==> src/rtl/mnva_pkg.sv <==
// Shared types and constants for the MIDI note voice allocator.
package mnva_pkg;

  localparam int MOTOR_COUNT = 8;
  localparam int MOTOR_IDX_W = 3;

  localparam logic [7:0] MOTOR_OFF     = 8'hFF;
  localparam logic [3:0] NOTE_ON_CODE  = 4'h9;
  localparam logic [3:0] NOTE_OFF_CODE = 4'h8;

  localparam logic [1:0] CFG_MAPPING_MODE = 2'd0;
  localparam logic [1:0] CFG_CHANNEL_MAP  = 2'd1;
  localparam logic [1:0] CFG_PITCH_OFFSET = 2'd2;
  localparam logic [1:0] CFG_IGNORED_BYTE = 2'd3;

  localparam logic [23:0] CHANNEL_MAP_RESET  = 24'd2396160;
  localparam logic [6:0]  PITCH_OFFSET_RESET = 7'd21;
  localparam logic [7:0]  IGNORED_BYTE_RESET = 8'd254;

  typedef enum logic [1:0] {
    KIND_OTHER = 2'd0,
    KIND_OFF   = 2'd1,
    KIND_ON    = 2'd2
  } kind_t;

  typedef enum logic [1:0] {
    POS_STATUS = 2'd0,
    POS_KEY    = 2'd1,
    POS_VEL    = 2'd2
  } byte_pos_t;

  typedef enum logic [1:0] {
    ENG_IDLE  = 2'd0,
    ENG_READ  = 2'd1,
    ENG_CHECK = 2'd2
  } eng_state_t;

  // Complete event handed from the byte parser to the motor walk.
  typedef struct packed {
    logic                   mapping;
    kind_t                  kind;
    logic                   vel_nz;
    logic [7:0]             key;
    logic [7:0]             pitch;
    logic [MOTOR_COUNT-1:0] match;
  } evt_t;

endpackage

==> src/rtl/mnva_engine.sv <==
// Motor walk: note table memory, read-modify-write per motor, output register.
module mnva_engine (
  input  logic                           clk,
  input  logic                           rst,
  input  logic                           start,
  input  mnva_pkg::evt_t                 evt,
  output logic                           busy,
  output logic                           out_valid,
  input  logic                           out_stall,
  output logic [7:0]                     motor_pitch,
  output logic [mnva_pkg::MOTOR_IDX_W-1:0] motor_index,
  output logic                           last_update
);
  import mnva_pkg::*;

  eng_state_t state, state_next;
  logic [MOTOR_IDX_W-1:0] idx;
  evt_t evt_r;

  logic [7:0] notes_mem [MOTOR_COUNT];
  logic [MOTOR_COUNT-1:0] note_written;
  logic [7:0] rd_q;
  logic       rd_q_written;

  logic [7:0] note;
  logic alloc_on, alloc_off, hit, final_hit, out_free, fire, advance, walk_end;
  logic [7:0] wr_data, pitch_out;

  // Any matching motor above the current one in mapping mode.
  always_comb begin
    final_hit = 1'b1;
    for (int j = 0; j < MOTOR_COUNT; j++) begin
      if (evt_r.mapping && (j > int'(idx)) && evt_r.match[j]) final_hit = 1'b0;
    end
  end

  always_comb begin
    note      = rd_q_written ? rd_q : MOTOR_OFF;
    alloc_on  = !evt_r.mapping && (evt_r.kind == KIND_ON) && evt_r.vel_nz;
    alloc_off = !evt_r.mapping && ((evt_r.kind == KIND_OFF) ||
                ((evt_r.kind == KIND_ON) && !evt_r.vel_nz));
    if (alloc_on)       hit = (note == MOTOR_OFF);
    else if (alloc_off) hit = (note == evt_r.key);
    else                hit = evt_r.mapping && evt_r.match[idx];
    wr_data   = alloc_off ? MOTOR_OFF : evt_r.key;
    pitch_out = (alloc_off || (evt_r.mapping && (evt_r.kind == KIND_OFF))) ?
                MOTOR_OFF : evt_r.pitch;
    out_free  = !out_valid || !out_stall;
    fire      = (state == ENG_CHECK) && hit && out_free;
    advance   = (state == ENG_CHECK) && (!hit || out_free);
    walk_end  = (hit && final_hit) || (idx == MOTOR_IDX_W'(MOTOR_COUNT - 1));
  end

  always_comb begin
    state_next = state;
    case (state)
      ENG_IDLE:  if (start) state_next = ENG_READ;
      ENG_READ:  state_next = ENG_CHECK;
      ENG_CHECK: if (advance) state_next = walk_end ? ENG_IDLE : ENG_READ;
      default:   state_next = ENG_IDLE;
    endcase
  end

  always_comb begin
    busy = (state != ENG_IDLE);
  end

  always_ff @(posedge clk) begin
    if (rst) begin
      state        <= ENG_IDLE;
      out_valid    <= 1'b0;
      note_written <= '0;
    end else begin
      state <= state_next;
      if (fire) begin
        out_valid           <= 1'b1;
        note_written[idx]   <= 1'b1;
      end else if (out_valid && !out_stall) begin
        out_valid <= 1'b0;
      end
    end
  end

  // Note table: one write and one registered read per cycle.
  always_ff @(posedge clk) begin
    if (fire) notes_mem[idx] <= wr_data;
    if (state == ENG_READ) begin
      rd_q         <= notes_mem[idx];
      rd_q_written <= note_written[idx];
    end
  end

  always_ff @(posedge clk) begin
    if (start && (state == ENG_IDLE)) begin
      evt_r <= evt;
      idx   <= '0;
    end else if (advance && !walk_end) begin
      idx <= idx + MOTOR_IDX_W'(1);
    end
    if (fire) begin
      motor_pitch <= pitch_out;
      motor_index <= idx;
      last_update <= final_hit;
    end
  end

endmodule

==> src/rtl/midi_note_voice_allocator_top.sv <==
// Top level: config registers, MIDI byte assembly and the motor walk engine.
// Each motor walked takes a read state, then a check/write state; the update for
// motor k is registered in motor k's check state, after the final byte's accept.
// Input: status, key and filler bytes are taken while the engine is idle; a final
// byte raises in_stall until its walk ends, which an output stall can prolong.
// Reset: config to defaults, assembly to the status byte, every motor off.
module midi_note_voice_allocator_top (
  input  logic                             clk,
  input  logic                             rst,
  input  logic                             cfg_we,
  input  logic [1:0]                       cfg_index,
  input  logic [23:0]                      cfg_data,
  input  logic                             in_valid,
  output logic                             in_stall,
  input  logic [7:0]                       midi_byte,
  output logic                             out_valid,
  input  logic                             out_stall,
  output logic [7:0]                       motor_pitch,
  output logic [mnva_pkg::MOTOR_IDX_W-1:0] motor_index,
  output logic                             last_update
);
  import mnva_pkg::*;

  // Configuration registers.
  logic        mapping_mode;
  logic [23:0] channel_map;
  logic [6:0]  pitch_offset;
  logic [7:0]  ignored_byte;

  // Event assembly state.
  byte_pos_t  byte_position;
  kind_t      event_kind;
  logic [3:0] event_channel;
  logic [7:0] event_key;

  logic   in_take, is_note, is_on_status, is_off_status, start, eng_busy;
  evt_t   evt;

  always_ff @(posedge clk) begin
    if (rst) begin
      mapping_mode <= 1'b0;
      channel_map  <= CHANNEL_MAP_RESET;
      pitch_offset <= PITCH_OFFSET_RESET;
      ignored_byte <= IGNORED_BYTE_RESET;
    end else if (cfg_we) begin
      case (cfg_index)
        CFG_MAPPING_MODE: mapping_mode <= cfg_data[0];
        CFG_CHANNEL_MAP:  channel_map  <= cfg_data;
        CFG_PITCH_OFFSET: pitch_offset <= cfg_data[6:0];
        CFG_IGNORED_BYTE: ignored_byte <= cfg_data[7:0];
        default: ;
      endcase
    end
  end

  // The engine owns the note table, so bytes wait while it walks.
  assign in_stall = eng_busy;
  // Filler bytes are consumed and dropped right here.
  assign in_take  = in_valid && !in_stall && (midi_byte != ignored_byte);

  assign is_on_status  = (midi_byte[7:4] == NOTE_ON_CODE);
  assign is_off_status = (midi_byte[7:4] == NOTE_OFF_CODE);
  assign is_note       = (event_kind == KIND_ON) || (event_kind == KIND_OFF);
  assign start         = in_take && (byte_position == POS_VEL);

  always_ff @(posedge clk) begin
    if (rst) begin
      byte_position <= POS_STATUS;
      event_kind    <= KIND_OTHER;
      event_channel <= '0;
      event_key     <= '0;
    end else if (in_take) begin
      case (byte_position)
        POS_STATUS: begin
          // Non-note status is skipped in mapping mode, kept as "other" otherwise.
          if (is_on_status || is_off_status || !mapping_mode) begin
            event_kind    <= is_on_status ? KIND_ON :
                             (is_off_status ? KIND_OFF : KIND_OTHER);
            event_channel <= midi_byte[3:0];
            byte_position <= POS_KEY;
          end
        end
        POS_KEY: begin
          event_key     <= is_note ? {1'b0, midi_byte[6:0]} : MOTOR_OFF;
          byte_position <= POS_VEL;
        end
        POS_VEL: byte_position <= POS_STATUS;
        default: byte_position <= POS_STATUS;
      endcase
    end
  end

  // Event summary for the walk; channels 8..15 match no motor.
  always_comb begin
    evt.mapping = mapping_mode;
    evt.kind    = event_kind;
    evt.vel_nz  = is_note && (midi_byte[6:0] != 7'd0);
    evt.key     = event_key;
    evt.pitch   = event_key - {1'b0, pitch_offset};
    for (int i = 0; i < MOTOR_COUNT; i++) begin
      evt.match[i] = is_note && !event_channel[3] &&
                     (channel_map[3*i +: 3] == event_channel[2:0]);
    end
  end

  mnva_engine u_engine (
    .clk         (clk),
    .rst         (rst),
    .start       (start),
    .evt         (evt),
    .busy        (eng_busy),
    .out_valid   (out_valid),
    .out_stall   (out_stall),
    .motor_pitch (motor_pitch),
    .motor_index (motor_index),
    .last_update (last_update)
  );

endmodule
==> config.mk <==
export PLATFORM = sky130hd
export DESIGN_NAME = midi_note_voice_allocator_top
export DESIGN_NICKNAME = d
export VERILOG_FILES = /design/src/rtl/mnva_pkg.sv /design/src/rtl/mnva_engine.sv /design/src/rtl/midi_note_voice_allocator_top.sv
export SDC_FILE = /design/constraint.sdc
export NUM_CORES = 1
export LEC_CHECK = 0
export BUFFER_PORTS_ARGS = -buffer_cell sky130_fd_sc_hd__buf_4
export CAP_MARGIN = 40
export CORE_MARGIN = 2
export CORE_UTILIZATION = 30
export CTS_BUF_LIST = sky130_fd_sc_hd__clkbuf_2 sky130_fd_sc_hd__clkbuf_4 sky130_fd_sc_hd__clkbuf_8
export DETAILED_ROUTE_END_ITERATION = 8
export GPL_TIMING_DRIVEN = 0
export PLACE_DENSITY_LB_ADDON = 0.05
export SKIP_CTS_REPAIR_TIMING = 1
export SLEW_MARGIN = 5
export SYNTH_ARGS = -nofsm -noshare
export SYNTH_HDL_FRONTEND = slang
export SYNTH_SLANG_ARGS = --single-unit
==> constraint.sdc <==
create_clock -name clk -period 4.8 [get_ports clk]
set_clock_uncertainty 0.2 [all_clocks]
set_input_delay 0.72 -clock clk [delete_from_list [all_inputs] [get_ports clk]]
set_output_delay 0.72 -clock clk [all_outputs]
set_load 0.01 [all_outputs]
# Word level (Yosys, flattened, before mapping)
# Memory sizes are Yosys's and may differ from the RTL's. A register that Yosys moved wholly into a read port is not among the register bits.
# Cells that the tools add are included.
[word_totals] input_bits=39 n_memories=1 ramBits=64 ff_bits=111 output_inout_bits=14 elab_cells=165
[op_classes] magnitude_cmp=9 bitwise_logic=1 n_eq_ne=28 n_reduce_logical=72 n_mux=30 addsub=2
[memory_table] memory="u_engine.notes_mem" depth=8 width=8 rd=1 rd_clocked_by_memory_dff=1 wr=1 line_no="mnva_engine.sv:20" source="logic [7:0] notes_mem [MOTOR_COUNT];"
[ops] cell="logical AND 1 bit" count=41
[ops] cell="== test 3 bit" count=8
[ops] cell="two-way mux 8 bit" count=3
[ops] cell="two-way mux 1 bit" count=18
[ops] cell="AND reduction 2 bit" count=7
[ops] cell="== test 2 bit, second input constant" count=6
[ops] cell="> comparator 3 bit, first input constant" count=4
[ops] cell="== test 2 x 1 -> 1 bit, second input constant" count=5
[ops] cell="zero test 1 bit" count=9
[ops] cell="== test 4 bit, second input constant" count=2
[ops] cell="== test 8 bit" count=1
[ops] cell="== test 8 bit, second input constant" count=1
[ops] cell="logical OR 1 bit" count=8
[ops] cell="two-way mux 2 bit" count=4
[ops] cell="inequality test 8 bit" count=1
[ops] cell="OR 8 bit" count=1
[ops] cell="subtractor 8 x 7 -> 8 bit" count=1
[ops] cell="nonzero test 7 bit" count=1
[ops] cell="binary-select mux 1 bit (select 3 bit)" count=2
[ops] cell="> comparator 2 x 3 -> 1 bit, first input constant" count=2
[ops] cell="zero test 2 bit" count=3
[ops] cell="case mux 2 bit (3 select lines)" count=1
[ops] cell="< comparator 3 x 4 -> 1 bit, second input constant" count=1
[ops] cell="inequality test 2 x 1 -> 1 bit, second input constant" count=2
[ops] cell="other kinds (9)" count=10

# Logic depth before layout (Yosys ltp)
[logic_depth] word_depth=15 mapped_depth=10 ltp_nobuf=9

# By module
# Synthesis repeated with hierarchy kept, for this count alone.
[hier_totals] hier_cells=682 area_unflattened_um2=7948.9
[modules_own_cells] module="mnva_engine" seq_area_each_um2=3673.5 area_each_um2=5228.8 cells_each=347 n_inst=1
[modules_own_cells] module="midi_note_voice_allocator_top" seq_area_each_um2=1121.1 area_each_um2=2720.1 cells_each=335 n_inst=1

# Worst setup path after synthesis
# No wires, ideal clock.
[synth_path] path_kind="flip-flop to flip-flop" start="register u_engine.evt_r[20] (netlist name)" end="memory u_engine.notes_mem[0][0] (enable)" arrival_ns=2.626 synth_period_minus_slack_ns=3.221 path_buffers=2 setup_time_ns=0.395 required_time_ns=4.205 path_stages_with_launch=10 setup_slack_ns=1.579 path_cell_list="edfxtp_1 xor2_1 o31ai_1 a32oi_1 nor3_2 a31oi_2 or3b_1 buf_6 buf_6 nor4_1"
[synth_via] elab_chain_cells=7
[synth_rtl] item="from (decl)" line_no="mnva_engine.sv:18" source="evt_t evt_r;"
[synth_rtl] item="from (signal assigned)" line_no="mnva_engine.sv:95" source="evt_r <= evt;"
[synth_rtl] item="== test 8 bit" line_no="mnva_engine.sv:43" source="else if (alloc_off) hit = (note == evt_r.key);"
[synth_rtl] item="two-way mux 1 bit" line_no="mnva_engine.sv:43"
[synth_rtl] item="two-way mux 1 bit" line_no="mnva_engine.sv:42" source="if (alloc_on) hit = (note == MOTOR_OFF);"
[synth_rtl] item="logical AND 1 bit (2 in series)" line_no="mnva_engine.sv:49" source="fire = (state == ENG_CHECK) && hit && out_free;"
[synth_rtl] item="two-way mux 1 bit" line_no="mnva_engine.sv:86" source="if (fire) notes_mem[idx] <= wr_data;"
[synth_rtl] item="two-way mux 1 bit (implied by the code)" line_no="mnva_engine.sv:86"
[synth_rtl] item="to (decl)" line_no="mnva_engine.sv:20"
# Every way passes these cells.

# Worst setup path after layout
[layout_path] start="register u_engine.idx[1]" end="memory u_engine.notes_mem[4][2] (enable)"
[layout_via] elab_chain_cells=9
[layout_rtl] item="from (decl)" line_no="mnva_engine.sv:17" source="logic [MOTOR_IDX_W-1:0] idx;"
[layout_rtl] item="from (signal assigned)" line_no="mnva_engine.sv:98" source="idx <= idx + MOTOR_IDX_W'(1);"
[layout_rtl] item="binary-select mux 1 bit (select 3 bit)" line_no="mnva_engine.sv:44" source="else hit = evt_r.mapping && evt_r.match[idx];"
[layout_rtl] item="two-way mux 1 bit (implied by the code)" line_no="mnva_engine.sv:44"
[layout_rtl] item="logical AND 1 bit" line_no="mnva_engine.sv:44"
[layout_rtl] item="two-way mux 1 bit" line_no="mnva_engine.sv:43"
[layout_rtl] item="two-way mux 1 bit" line_no="mnva_engine.sv:42"
[layout_rtl] item="logical AND 1 bit (2 in series)" line_no="mnva_engine.sv:49"
[layout_rtl] item="two-way mux 1 bit" line_no="mnva_engine.sv:86"
[layout_rtl] item="two-way mux 1 bit (implied by the code)" line_no="mnva_engine.sv:86"
# Parallel ways exist; a longest one is shown, timed or not. The select of a mux whose other input is x is not followed.

==> flow_summary.yaml <==
outcome:
  status: "finished clean"
timing:
  fin_crit_ns: 3.51
  period_share_pct: 73.2
  max_slew_margin_pct: 40.4
  setup-tns-final_ns: 0
  finalSetupViolations: 0
  hold_violations: 0
  rsz0062_at_grt: "no"
  slew_viol_final: 0
  worst_pin_slew_ns: 0.890
  max_freq_mhz: 285
clock_network:
  clockBufferDepth: 2
  cts_tree: "done"
  root_buffer: "clkbuf_8"
  clk_latency_ns: 0.46
  clk_pin_slew_ns: 0.11
  htreeDepth: 4
  cts_made_buffers: 17
  clock-sinks: 183
power:
  powerDensity_nw_per_um2: 381
  power.switching_mw: 1.08
  power_mw: 3.49
  peakVddDrop_v: 0.000223
  p_int_mw: 2.41
  p_seq_share_pct: 50.1
  p_sw_share_pct: 30.9
  power.leakage_nw: 3.33
  power_frac_clock_pct: 30.4
  combPwrFrac_pct: 19.5
place:
  place_inst: 1058
  placed_area_um2: 8760
  dp_hpwl_mm: 14.8
  gp_routability_congestion: 0.769
  io_buffer_count: 52
routing:
  vias_per_cell: 4.69
  wirelength_mm: 19.9
  drc: 0
  drt.antenna.violating_nets: 0
  num_vias: 5112
  drtPass1Iterations: 4
  drt_iter0_markers: 267
  wl_per_cell_um: 18.3
synth:
  yosys_most_used_dff: "edfxtp_1"
  synth_cells: 663
  synth.avg_cell_area_um2: 11.8
  synth_area_um2: 7840
  synth_seq_area_share_pct: 61.2
  synth_top_cell_area_share_pct: 43.3
  synthTopCellsByArea: "edfxtp_1, dfxtp_1, nand2_1"
  synth_top_area_cell: "edfxtp_1"
  synth_edf_count: 113
  synth-warning-count: 0
  yosysUniqueCellTypes: 58
  async_flop_share_pct: 0
  synth-seq-cells: 183
  synth_fp_nets: 714
worst_setup_path:
  setup.worst_path.start_class: "register"
  reg2reg_slack_ns: 1.29
  required_ns: 4.78
  worstSetupEndpointType: "register"
  reg2reg_depth: 11
  crit_fanout: 10
  critPathArrivalTime_ns: 3.49
  critical_path_class: "register to register"
  r2r_end: "u_engine.notes_mem[4][2]"
  r2r_start: "u_engine.idx[1]"
cells_and_area:
  nets: 793
  n_antenna_cell: 0
  fin_area_um2: 9160
  final_cells: 1090
  area_growth_pct: 16.8
  drive_gt1_share_pct: 18.7
  fin_util_pct: 35.4
floorplan:
  fp.dieW_um: 166
  io_pins: 53
  num_rows: 59
  die_height_um: 166
  core_area_um2: 25800
  initial_core_util_pct: 30.3
  die-area_um2: 27400
grt:
  grt_pass1_wl_mm: 30.9
  grt_max_degree: 19
  overflow: 0
  track_usage_pct: 14.8
  antenna_found_initial: 0
  grt_pass1_vias: 5208
run:
  max_cap_viol_count: 0
min_path:
  holdCritStartpoint: "cfg_data[12]"
  holdPathStages: 3
  hold_path_end: "channel_map[12]"
  min_path_type: "input port to register"
placed cells by master, fill, tap and decap left out, types with 4 or more instances in the layout:
master    count
nand2_1     126
edfxtp_1    113
dfxtp_1      70
buf_4        57
a21oi_1      37
xor2_1       30
nor2_1       24
inv_1        24
clkbuf_1     22
clkbuf_8     17
nand2b_1     16
mux4_2       15
nand3b_1     15
nor3_1       14
xnor2_1      13
o21ai_0      12
or2_2        11
ha_1         11
mux2i_1       9
nor4_1        9
nor3_2        7
nor2b_1       6
buf_1         6
inv_8         6
o31ai_1       5
buf_6         5
o32ai_1       5
a31oi_1       4
kinds of logic after synthesis:
logic type      count (synthesis)  synth area share (%)
simple gates                  250                  15.5
flops                         183                  61.2
buf+inv                        59                  3.14
mux                            27                  5.89
fa+ha+maj                      12                  2.01
xor+xnor                       43                  4.81
compound gates                 89                  7.47
worst max-delay path, cell delays in order (launching register included):
cell and delay [ns]:
dfxtp_1 0.42, buf_6 0.21, inv_2 0.13, nand2_1 0.25, o31ai_1 0.14, o21ai_1 0.22, a31oi_2 0.10, or3b_1 0.40
buf_6 0.15, buf_6 0.15, nor4_2 0.59, buf_4 0.28
worst max-delay path by stage:
stage,startpoint,to,slack [ns],depth (start not counted)
2_1_floorplan,u_engine.evt_r[20],u_engine.notes_mem[0][0],1.58,9
3_3_place_gp,u_engine.evt_r[20],u_engine.notes_mem[4][4],0.42,9
3_5_place_dp,u_engine.idx[1],u_engine.notes_mem[4][4],1.24,11
4_1_cts,u_engine.idx[1],u_engine.notes_mem[4][0],1.19,11
5_1_grt,u_engine.idx[1],u_engine.notes_mem[4][0],0.95,11
6_report,u_engine.idx[1],u_engine.notes_mem[4][2],1.29,11
stage by stage:
stage / hold slack (ns) / setup slack (ns)
3_5_place_dp: 0.248 / 1.24
6_report: 0.260 / 1.29
4_1_cts: 0.223 / 1.19
3_3_place_gp: 0.241 / 0.418
2_1_floorplan: 0.208 / 1.58
5_1_grt: 0.241 / 0.948
cell usage after synthesis (3+ instances only):
library cell  instances
buf_1                 6
nor2_1               24
o21ai_0              12
clkbuf_1             22
mux2i_1               9
nor2b_1               6
o31ai_1               5
nand2_1             126
nor4_1               11
nor3_1               20
o32ai_1               5
xnor2_1              13
nand3_1               3
or3_1                 3
inv_1                24
or2_2                11
xor2_1               30
a31oi_1               4
nand3b_1             15
a32oi_1               3
o41ai_1               3
nand2b_1             16
buf_6                 3
dfxtp_1              70
mux4_2               15
a21oi_1              37
mux2_2                3
ha_1                 11
nand4bb_1             3
edfxtp_1            113
metal layers:
| metal | share of wire (%) | wire length, um | GRT usage [%] |
|---|---|---|---|
| met1 | 46 | 9180 | 19.3 |
| met5 | 0 | 0 | 0 |
| met3 | 3.5 | 697 | 3.08 |
| met2 | 49 | 9810 | 25.2 |
| met4 | 1.2 | 239 | 3.36 |
power groups by stage:
stage,clock [mW],sequential (mW),combinational [mW]
detailed placement,0,1.79,0.702
finish,1.06,1.75,0.681
global route,1.16,1.76,0.752
CTS,1.10,1.75,0.704
floorplan,0,1.77,0.458
global placement,0,1.79,0.683
layout make-up:
type,instances,area (um^2)
multi-input cells,421,2840
clock inverters,15,156
clock buffers,17,234
plain buffers,33,149
inverters,26,97.6
well taps,335,419
fillers,2649,16700
flip-flops and latches,183,4790
repair buffers,60,465
flip-flops by register name, summed over array words and instances, names as in the netlist:
name	cells
byte_position	2
ignored_byte	8
mapping_mode	1
pitch_offset	7
u_engine.notes_mem	64
event_kind	2
channel_map	24
u_engine.motor_pitch	8
event_channel	4
u_engine.rd_q_written	1
u_engine.evt_r	28
u_engine.last_update	1
u_engine.out_valid	1
u_engine.rd_q	8
event_key	8
u_engine.idx	3
u_engine.state	2
u_engine.note_written	8
u_engine.motor_index	3
No activity file was read; power rests on OpenSTA's default activity.
